--- config.mk ---
export PLATFORM = sky130hd
export DESIGN_NAME = varint_length_prefixed_deframer
export DESIGN_NICKNAME = d
export VERILOG_FILES = /design/src/hdl/vlpd_pkg.sv /design/src/hdl/vlpd_step.sv /design/src/hdl/varint_length_prefixed_deframer.sv
export SDC_FILE = /design/constraint.sdc
export NUM_CORES = 1
export LEC_CHECK = 0
export BUFFER_PORTS_ARGS = -buffer_cell sky130_fd_sc_hd__buf_2
export CORE_AREA = 5 5 132 134
export DETAILED_ROUTE_END_ITERATION = 12
export DIE_AREA = 0 0 137 139
export PLACE_DENSITY = 0.79
export RECOVER_POWER = 100
export SLEW_MARGIN = 15
export SYNTH_ARGS = -nofsm -noshare
export SYNTH_HDL_FRONTEND = slang
export SYNTH_SLANG_ARGS = --single-unit
--- constraint.sdc ---
create_clock -name aclk -period 5.8 [get_ports aclk]
set_clock_uncertainty 0.15 [all_clocks]
set_input_delay 0.87 -clock aclk [delete_from_list [all_inputs] [get_ports aclk]]
set_output_delay 0.87 -clock aclk [all_outputs]
set_load 0.02 [all_outputs]
--- src/hdl/vlpd_pkg.sv ---
package vlpd_pkg;

    // field widths
    localparam int BYTE_W   = 8;
    localparam int LEN_W    = 21;
    localparam int ID_W     = 32;
    localparam int ACC_W    = 32;
    localparam int GROUP_W  = 3;
    localparam int ROLE_W   = 2;
    localparam int ERR_W    = 2;
    localparam int PHASE_W  = 2;
    localparam int M_DATA_W = 64;

    // varint limits
    localparam logic [GROUP_W-1:0] MAX_GROUPS = 3'd5;
    localparam logic [LEN_W-1:0]   LEN_RESET  = 21'h1FFFFF;

    // phase codes
    localparam logic [PHASE_W-1:0] PH_PREFIX  = 2'd0;
    localparam logic [PHASE_W-1:0] PH_ID      = 2'd1;
    localparam logic [PHASE_W-1:0] PH_PAYLOAD = 2'd2;

    // byte role codes
    localparam logic [ROLE_W-1:0] ROLE_PREFIX  = 2'd0;
    localparam logic [ROLE_W-1:0] ROLE_ID      = 2'd1;
    localparam logic [ROLE_W-1:0] ROLE_PAYLOAD = 2'd2;

    // error codes
    localparam logic [ERR_W-1:0] ERR_NONE     = 2'd0;
    localparam logic [ERR_W-1:0] ERR_OVERLONG = 2'd1;
    localparam logic [ERR_W-1:0] ERR_TOO_LONG = 2'd2;
    localparam logic [ERR_W-1:0] ERR_FRAMING  = 2'd3;

    // one result item
    typedef struct packed {
        logic [ERR_W-1:0]  error_code;
        logic              frame_end;
        logic              id_ready;
        logic [ID_W-1:0]   packet_id;
        logic [LEN_W-1:0]  frame_length;
        logic [ROLE_W-1:0] byte_role;
        logic [BYTE_W-1:0] data_byte;
    } vlpd_result_t;

endpackage

--- src/hdl/vlpd_step.sv ---
module vlpd_step (
    input  logic                       aclk,
    input  logic                       aresetn,
    input  logic                       step_en,
    input  logic [vlpd_pkg::BYTE_W-1:0] rx_byte,
    input  logic [vlpd_pkg::LEN_W-1:0]  max_len,
    output vlpd_pkg::vlpd_result_t     result
);
    import vlpd_pkg::*;

    logic [PHASE_W-1:0] phase_reg, phase_next;
    logic [ACC_W-1:0]   acc_reg, acc_next;
    logic [GROUP_W-1:0] group_reg, group_next;
    logic [LEN_W-1:0]   len_reg, len_next;
    logic [LEN_W-1:0]   left_reg, left_next;
    logic [ID_W-1:0]    id_reg, id_next;

    logic               more;
    logic [ACC_W-1:0]   part;
    logic [ACC_W-1:0]   acc_new;
    logic [GROUP_W-1:0] group_inc;
    logic               group_full;
    logic [LEN_W-1:0]   left_dec;

    // place the 7 data bits by group index (only the low 4 bits in group 4), index taken modulo five
    always_comb begin
        case (group_reg) inside
            3'd0, 3'd5: part = {25'd0, rx_byte[6:0]};
            3'd1, 3'd6: part = {18'd0, rx_byte[6:0], 7'd0};
            3'd2, 3'd7: part = {11'd0, rx_byte[6:0], 14'd0};
            3'd3:       part = {4'd0, rx_byte[6:0], 21'd0};
            default:    part = {rx_byte[3:0], 28'd0};
        endcase
    end

    assign more       = rx_byte[7];
    assign acc_new    = acc_reg | part;
    assign group_inc  = group_reg + 3'd1;
    assign group_full = (group_inc >= MAX_GROUPS);
    assign left_dec   = left_reg - 21'd1;

    // per-byte decode and next state
    always_comb begin
        phase_next = phase_reg;
        acc_next   = acc_reg;
        group_next = group_reg;
        len_next   = len_reg;
        left_next  = left_reg;
        id_next    = id_reg;

        result              = '0;
        result.data_byte    = rx_byte;

        unique case (phase_reg)
            PH_PREFIX: begin
                result.byte_role = ROLE_PREFIX;
                acc_next   = acc_new;
                group_next = group_inc;
                if (more) begin
                    if (group_full) begin
                        result.error_code = ERR_OVERLONG;
                        acc_next   = '0;
                        group_next = '0;
                    end
                end else if (acc_new > {11'd0, max_len}) begin
                    result.error_code = ERR_TOO_LONG;
                    acc_next   = '0;
                    group_next = '0;
                end else if (acc_new == '0) begin
                    result.error_code = ERR_FRAMING;
                    acc_next   = '0;
                    group_next = '0;
                end else begin
                    len_next            = acc_new[LEN_W-1:0];
                    left_next           = acc_new[LEN_W-1:0];
                    result.frame_length = acc_new[LEN_W-1:0];
                    phase_next          = PH_ID;
                    acc_next            = '0;
                    group_next          = '0;
                end
            end
            PH_ID: begin
                result.byte_role    = ROLE_ID;
                result.frame_length = len_reg;
                acc_next   = acc_new;
                group_next = group_inc;
                left_next  = left_dec;
                if (more) begin
                    if (group_full) begin
                        result.error_code   = ERR_OVERLONG;
                        result.frame_length = '0;
                        phase_next = PH_PREFIX;
                        acc_next   = '0;
                        group_next = '0;
                    end else if (left_dec == '0) begin
                        result.error_code   = ERR_FRAMING;
                        result.frame_length = '0;
                        phase_next = PH_PREFIX;
                        acc_next   = '0;
                        group_next = '0;
                    end
                end else begin
                    id_next          = acc_new;
                    result.packet_id = acc_new;
                    result.id_ready  = 1'b1;
                    if (left_dec == '0) begin
                        result.frame_end = 1'b1;
                        phase_next = PH_PREFIX;
                        acc_next   = '0;
                        group_next = '0;
                    end else begin
                        phase_next = PH_PAYLOAD;
                    end
                end
            end
            default: begin
                result.byte_role    = ROLE_PAYLOAD;
                result.frame_length = len_reg;
                result.packet_id    = id_reg;
                result.id_ready     = 1'b1;
                left_next = left_dec;
                if (left_dec == '0) begin
                    result.frame_end = 1'b1;
                    phase_next = PH_PREFIX;
                    acc_next   = '0;
                    group_next = '0;
                end
            end
        endcase
    end

    // decoder state, advanced once per consumed byte
    always_ff @(posedge aclk) begin
        if (!aresetn) begin
            phase_reg <= PH_PREFIX;
            acc_reg   <= '0;
            group_reg <= '0;
            len_reg   <= '0;
            left_reg  <= '0;
            id_reg    <= '0;
        end else if (step_en) begin
            phase_reg <= phase_next;
            acc_reg   <= acc_next;
            group_reg <= group_next;
            len_reg   <= len_next;
            left_reg  <= left_next;
            id_reg    <= id_next;
        end
    end

endmodule

--- src/hdl/varint_length_prefixed_deframer.sv ---
// Varint length-prefixed deframer. Each received byte goes in on the s_ stream
// and comes back out on the m_ stream tagged with its role (prefix, packet id or
// payload), the decoded frame length, the packet id once complete, an error code,
// and tlast on the last byte of a good frame. It sustains one byte per clock
// while m_tready is high. A byte is held in the input register and is decoded
// into the result register when it advances, and its result is presented from
// the result register until it is taken. A result that is held back by m_tready
// holds the input register, and the input stalls once that is full. The rate is
// set by the decoder state loop, which updates once per byte. After any error the
// next byte starts a new length prefix. The user must write max_frame_length
// through cfg_wr_en/cfg_wr_data only while the stream is idle; the block does
// not enforce this. It resets to the largest 21-bit value.
module varint_length_prefixed_deframer (
    input  logic                          aclk,
    input  logic                          aresetn,
    // config
    input  logic                          cfg_wr_en,
    input  logic [vlpd_pkg::LEN_W-1:0]    cfg_wr_data,   // max_frame_length
    // byte input
    input  logic                          s_tvalid,
    output logic                          s_tready,
    input  logic [vlpd_pkg::BYTE_W-1:0]   s_tdata,       // rx_byte
    // result output
    output logic                          m_tvalid,
    input  logic                          m_tready,
    // data_byte[7:0], frame_length[28:8], packet_id[60:29], id_ready[61],
    // error_code[63:62]
    output logic [vlpd_pkg::M_DATA_W-1:0] m_tdata,
    output logic [vlpd_pkg::ROLE_W-1:0]   m_tuser,       // byte_role
    output logic                          m_tlast        // frame_end
);
    import vlpd_pkg::*;

    logic               in_valid_reg;
    logic [BYTE_W-1:0]  in_byte_reg;
    logic               out_valid_reg;
    vlpd_result_t       out_res_reg;
    logic [LEN_W-1:0]   max_len_reg;
    logic               advance;
    vlpd_result_t       step_res;

    assign advance  = in_valid_reg && (!out_valid_reg || m_tready);
    assign s_tready = !in_valid_reg || advance;

    // configuration register
    always_ff @(posedge aclk) begin
        if (!aresetn) begin
            max_len_reg <= LEN_RESET;
        end else if (cfg_wr_en) begin
            max_len_reg <= cfg_wr_data;
        end
    end

    // input register
    always_ff @(posedge aclk) begin
        if (!aresetn) begin
            in_valid_reg <= 1'b0;
        end else if (s_tvalid && s_tready) begin
            in_valid_reg <= 1'b1;
        end else if (advance) begin
            in_valid_reg <= 1'b0;
        end
    end

    always_ff @(posedge aclk) begin
        if (s_tvalid && s_tready) begin
            in_byte_reg <= s_tdata;
        end
    end

    vlpd_step u_step (
        .aclk    (aclk),
        .aresetn (aresetn),
        .step_en (advance),
        .rx_byte (in_byte_reg),
        .max_len (max_len_reg),
        .result  (step_res)
    );

    // result register
    always_ff @(posedge aclk) begin
        if (!aresetn) begin
            out_valid_reg <= 1'b0;
        end else if (advance) begin
            out_valid_reg <= 1'b1;
        end else if (m_tready) begin
            out_valid_reg <= 1'b0;
        end
    end

    always_ff @(posedge aclk) begin
        if (advance) begin
            out_res_reg <= step_res;
        end
    end

    assign m_tvalid = out_valid_reg;
    assign m_tdata  = {out_res_reg.error_code, out_res_reg.id_ready, out_res_reg.packet_id,
                       out_res_reg.frame_length, out_res_reg.data_byte};
    assign m_tuser  = out_res_reg.byte_role;
    assign m_tlast  = out_res_reg.frame_end;

endmodule

Yosys cells after proc, flatten, opt, wreduce, memory -nomap -nowiden
Cells that the tools add are included.
{"block": "classes", "addsub": 2, "magnitude_cmp": 2, "n_eq_ne": 10, "muxes": 52, "n_bitwise": 4, "reduce_logical": 20}
{"cell": "$mux W32", "count": 10}
{"cell": "$mux W21", "count": 10}
{"cell": "$pmux W34 S2", "count": 1}
{"cell": "$pmux W32 S2", "count": 1}
{"cell": "$pmux W23 S2", "count": 1}
{"cell": "$mux W34", "count": 1}
{"cell": "$gt A32 B21 Y1", "count": 1}
{"cell": "$logic_not A32 Y1", "count": 1}
{"cell": "$or A32 B32 Y32", "count": 1}
{"cell": "$mux W2", "count": 13}
{"cell": "$logic_not A21 Y1", "count": 1}
{"cell": "$sub A21 B1 Y21 const B", "count": 1}
{"cell": "$mux W3", "count": 6}
{"cell": "$eq A3 B3 Y1 const B", "count": 3}
{"cell": "$pmux W2 S2", "count": 2}
{"cell": "$eq A3 B2 Y1 const B", "count": 2}
{"cell": "$mux W1", "count": 6}
{"cell": "$ne A2 B2 Y1 const B", "count": 3}
{"cell": "$pmux W3 S2", "count": 1}
{"cell": "$reduce_or A2 Y1", "count": 3}
{"cell": "$reduce_and A5 Y1", "count": 1}
{"cell": "$reduce_and A4 Y1", "count": 1}
{"cell": "$reduce_bool A2 Y1", "count": 2}
{"cell": "$add A3 B1 Y3 const B", "count": 1}
{"cell": "other kinds (12)", "count": 17}
{"block": "word_totals", "regBits": 209, "inputBits": 34, "output_inout_bits": 69, "elab_cells": 107}

Longest topological paths before layout
{"block": "depth", "ltp_word": 11, "depth_mapped": 19, "ltp_nobuf": 15}

Hierarchy
From an unflattened synthesis, not the netlist that was laid out.
{"block": "unflattened", "cells_unflattened": 1024, "hier_area_um2": 9962.1}
{"mod": "vlpd_step", "instances": 1, "cells_per_inst": 872, "area_per_inst_um2": 6857.8, "seq_area_each_um2": 2222.1}
{"mod": "varint_length_prefixed_deframer", "instances": 1, "cells_per_inst": 152, "area_per_inst_um2": 3104.2, "seq_area_each_um2": 2712.6}

Worst setup path after synthesis
No wires, ideal clock.
{"block": "synth_timing", "path_type": "reg-to-reg", "from": "register u_step.group_reg[0]", "to": "register u_step.left_reg[10]", "setup_time_ns": 0.134, "arrival_time_ns": 4.213, "required_time_ns": 5.516, "path_slack_ns": 1.303, "stages_incl_launch_ff": 19, "n_path_buf": 3, "synth_period_minus_slack_ns": 4.497, "cell_sequence": "dfxtp_1 > inv_1 > ha_1 > or3b_2 > o21ai_1 > a21oi_1 > inv_1 > ha_1 > a21o_1 > a21o_1 > a21oi_1 > nor2_1 > o41ai_1 > and4_1 > clkbuf_1 > a21o_1 > clkbuf_1 > clkbuf_1 > o22ai_1"}
{"item": "start: declaration", "line_no": "vlpd_step.sv:13", "text": "logic [GROUP_W-1:0] group_reg, group_next;"}
{"item": "start signal: assignment", "line_no": "vlpd_step.sv:144", "text": "group_reg <= group_next;"}
{"item": "$eq A3 B3 Y1 (no source line) / $eq A3 B2 Y1 (equally long branches)"}
{"item": "$reduce_or A2 Y1", "line_no": "vlpd_step.sv:27", "text": "case (group_reg) inside"}
{"item": "$mux W32 (2 in series)", "line_no": "vlpd_step.sv:27"}
{"item": "$mux W32 (*)", "line_no": "vlpd_step.sv:27"}
{"item": "$or A32 B32 Y32 (*)", "line_no": "vlpd_step.sv:37", "text": "assign acc_new = acc_reg | part;"}
{"item": "net u_step.acc_new[9]", "line_no": "vlpd_step.sv:20", "text": "logic [ACC_W-1:0] acc_new;"}
{"item": "$gt A32 B21 Y1 / $logic_not A32 Y1 (equally long branches)", "line_no": "vlpd_step.sv:65, vlpd_step.sv:69"}
{"item": "$ne A2 B2 Y1 (no source line)"}
{"item": "$reduce_and A4 Y1 (no source line) (*)"}
{"item": "end signal: assignment", "line_no": "vlpd_step.sv:146", "text": "left_reg <= left_next;"}
{"item": "end: declaration", "line_no": "vlpd_step.sv:15", "text": "logic [LEN_W-1:0] left_reg, left_next;"}
The timed path passes the listed nets; every way through them passes the cells marked *. The select of a mux whose other input is x is not followed.
A chain may end at the register's enable or synchronous reset.

Final worst setup path
{"block": "layout_timing", "from": "register u_step.group_reg[0]", "to": "register u_step.len_reg[7]"}
{"block": "layout_between", "elab_chain_len": 9}
{"item": "$eq A3 B3 Y1 (no source line) / $eq A3 B2 Y1 (equally long branches)"}
{"item": "$reduce_or A2 Y1", "line_no": "vlpd_step.sv:27"}
{"item": "$mux W32 (2 in series)", "line_no": "vlpd_step.sv:27"}
{"item": "$mux W32 (*)", "line_no": "vlpd_step.sv:27"}
{"item": "$or A32 B32 Y32 (*)", "line_no": "vlpd_step.sv:37"}
{"item": "net u_step.acc_new[9]", "line_no": "vlpd_step.sv:20"}
{"item": "$gt A32 B21 Y1 / $logic_not A32 Y1 (equally long branches)", "line_no": "vlpd_step.sv:65, vlpd_step.sv:69"}
{"item": "$not A1 Y1 (no source line)"}
{"item": "$reduce_and A5 Y1 (no source line) (*)"}
{"item": "end signal: assignment", "line_no": "vlpd_step.sv:145", "text": "len_reg <= len_next;"}
{"item": "end: declaration", "line_no": "vlpd_step.sv:14", "text": "logic [LEN_W-1:0] len_reg, len_next;"}
The timed path passes the listed nets; every way through them passes the cells marked *.

==> impl_metrics.ini <==
[global_routing]
grt_max_degree = 68
use_met1_pct = 34.5
use_met3_pct = 3.52
grt_pass1_wl_mm = 37.7
top_usage_layer = met2
grt_use_total_pct = 24.4
antenna_found_initial = 0
grt_pass1_vias = 7080
use_met2_pct = 38.5
overflow = 0

[floorplanning]
die_y_um = 139
coreArea_mm2 = 0.0162
dieArea_mm2 = 0.0190
core.rowCount = 47
start_util_pct = 57.6
die_w_um = 137
io_pins = 103

[yosys]
synth.area.top_cells = dfxtp_1 29%, edfxtp_1 24%, nor2_1 4.7%, ha_1 4.0%, nand2_1 3.8%
synthFlopType = dfxtp_1
synth-warning-count = 0
synth_edf_count = 75
syn_nets = 1034
yosysSeqAreaShare_pct = 53.0
synth_seq_cells = 209
synth_cell_type_count = 66
syn_avg_cell_area_um2 = 9.60
yosysTopAreaCellShare_pct = 28.8
async_flop_share_pct = 0
synth_area_mm2 = 0.00932
synth_cells = 970
synth_top_cell_by_area = dfxtp_1

[clock_network]
cts_num_sinks = 209
path_clk_slew_ns = 0.07
clk_latency_ns = 0.49
ctsResizeCount = 0
numCtsBuffers = 21
ctsLongestPathBuffers = 3
hold_buffers = 0
cts_setup_buffers = 0
htree_num_levels = 1
cts_root_buf = clkbuf_16
cts_tree = yes

[timing]
tightest_slew_ns = 3.45
hold_viol = 0
final.setup.tns_ns = 0
rsz0062_at_grt = false
fin_ws_ns = 0.545
min_period_over_period_pct = 90.6
slew_violations = 173
fin_crit_ns = 5.25
max_freq_ghz = 0.190
setup_viol = 0
slew_headroom_pct = -130

[power_and_ir_drop]
ir_drop_mv = 0.192
power_leakage_nw = 4.15
p_per_area_mw_per_mm2 = 310
power.total_mw = 3.25

[critical_path]
worstPathArrival_ns = 5.36
setup.worst_path.start_class = flop
crit_fanout = 15
path_class = reg2reg
endpoint_kind = flop
crit_path_max_incr_delay_ns = 0.66
crit_chain = inv_1 -> ha_1 -> or3b_2 -> o21ai_0 -> a21oi_1 -> inv_1 -> ha_1 -> a21o_1 -> a21o_1 -> a21oi_1 -> nor2_1 -> o41ai_1 -> nand3_1 -> buf_4 -> mux2i_1 -> nor2_1
cp_slowest_cell = o41ai_1
crit_required_ns = 5.91

[drt]
drc_errors = 0
via_per_inst = 5.98
post_drt_wl_per_cell_um = 18.4
wl_mm = 23.6
vias = 7672
drtIter0Drc = 723
first_pass_iters = 5
antenna_left = 0

[layout]
area_growth_pct = 12.5
drive_gt1_share_pct = 8.83
layout.nets = 1114
diodes = 0
largest_reg_flops = 64

[place]
dp_hpwl_mm = 16.1
io_buffers = 102
place_congestion = 0.949
pre_cts_slack_ns = 0.879

[run]
maxCapViolations = 3

[worst_hold_path]
hp-class = reg2reg

[outcome]
violations = max-capacitance violations, max-slew violations
status = complete, but fails checks
==> cell type report <==
type	instances	area, um2
clock buffers	25	561
clock inverters	12	93.8
fillers	1393	5690
inverters	51	191
multi-input cells	644	3880
flip-flops and latches	209	4930
well taps	220	275
repair buffers	123	547
==> cell usage after synthesis, types with 6 or more instances <==
library cell / n
a211oi_1: 34
a21o_1: 8
a21oi_1: 65
a31oi_1: 12
clkbuf_1: 53
dfxtp_1: 134
edfxtp_1: 75
ha_1: 30
inv_1: 50
mux2i_1: 24
nand2_1: 95
nand3_1: 8
nand4_1: 11
nor2_1: 117
nor2b_1: 6
nor3_1: 18
nor3_2: 7
nor4_1: 17
o211ai_1: 25
o21ai_0: 56
o22ai_1: 19
o2bb2ai_1: 21
o31ai_1: 7
==> where the power goes <==
group / switching, mW / internal (mW)
Combinational: 0.244 / 0.112
Sequential: 0.0344 / 1.57
Clock: 0.552 / 0.738
==> through the flow <==
step	area, um2	cells	hold WS, ns	utilization [%]
2_1_floorplan	9320	970	0.274	-
3_3_place_gp	9970	1247	0.303	61.6
3_5_place_dp	9970	1247	0.319	61.6
4_1_cts	10600	1284	0.335	65.7
5_1_grt	10500	1284	0.353	64.8
6_report	10500	1284	0.337	64.8
==> cells in the final DEF, fill, tap and decap left out, drive strengths merged, types with 4 or more instances in the layout <==
master,n
ha,30
o31ai,7
a211oi,35
a21oi,66
a21o,8
nor2,117
nand2b,5
nor2b,6
o22ai,19
clkinv,9
nand2,95
or4,4
o2bb2ai,21
edfxtp,75
o211ai,25
a22oi,5
nor3,25
nand3,8
nor4,18
a31oi,12
clkbuf,104
buf,44
mux2i,24
inv,52
o21ai,58
nand4,11
dfxtp,134
==> final timing paths <==
path                  startpoint                 to  slack [ns]  cells after the start
max reg2reg  u_step.group_reg[0]  u_step.len_reg[7]        0.55                     16
max          u_step.group_reg[0]  u_step.len_reg[7]        0.55                     16
min               max_len_reg[2]     max_len_reg[2]        0.34                      2
min reg2reg       max_len_reg[2]     max_len_reg[2]        0.34                      2
==> worst max-delay path: cells and delay by family (launching register included) <==
kind                       cells  cell delay, ns
AOI/OAI and AO/OA              6            1.83
adders and majority gates      2            0.56
buffers and inverters          3            0.71
DFF                            1            0.47
muxes                          1            0.19
and+or+nand+nor                4            1.09
==> routing by layer <==
| metal | routed length (um) | vias up | part of all wire [%] |
|---|---|---|---|
| li1 | - | 3680 | - |
| met2 | 11000 | 300 | 47 |
| met3 | 1730 | 64 | 7.3 |
| met4 | 728 | 0 | 3.1 |
| met1 | 10100 | 3628 | 43 |
| met5 | 0 | - | 0 |
==> kinds of logic after synthesis <==
group	share of synthesized area, %
muxes	2.82
and+or+nand+nor	15.7
xor gates and xnor gates	0.376
DFF	53.0
adders and majority gates	4.03
AOI/OAI and AO/OA	18.9
buffers and inverters	5.27
No activity file was read; power rests on OpenSTA's default activity.
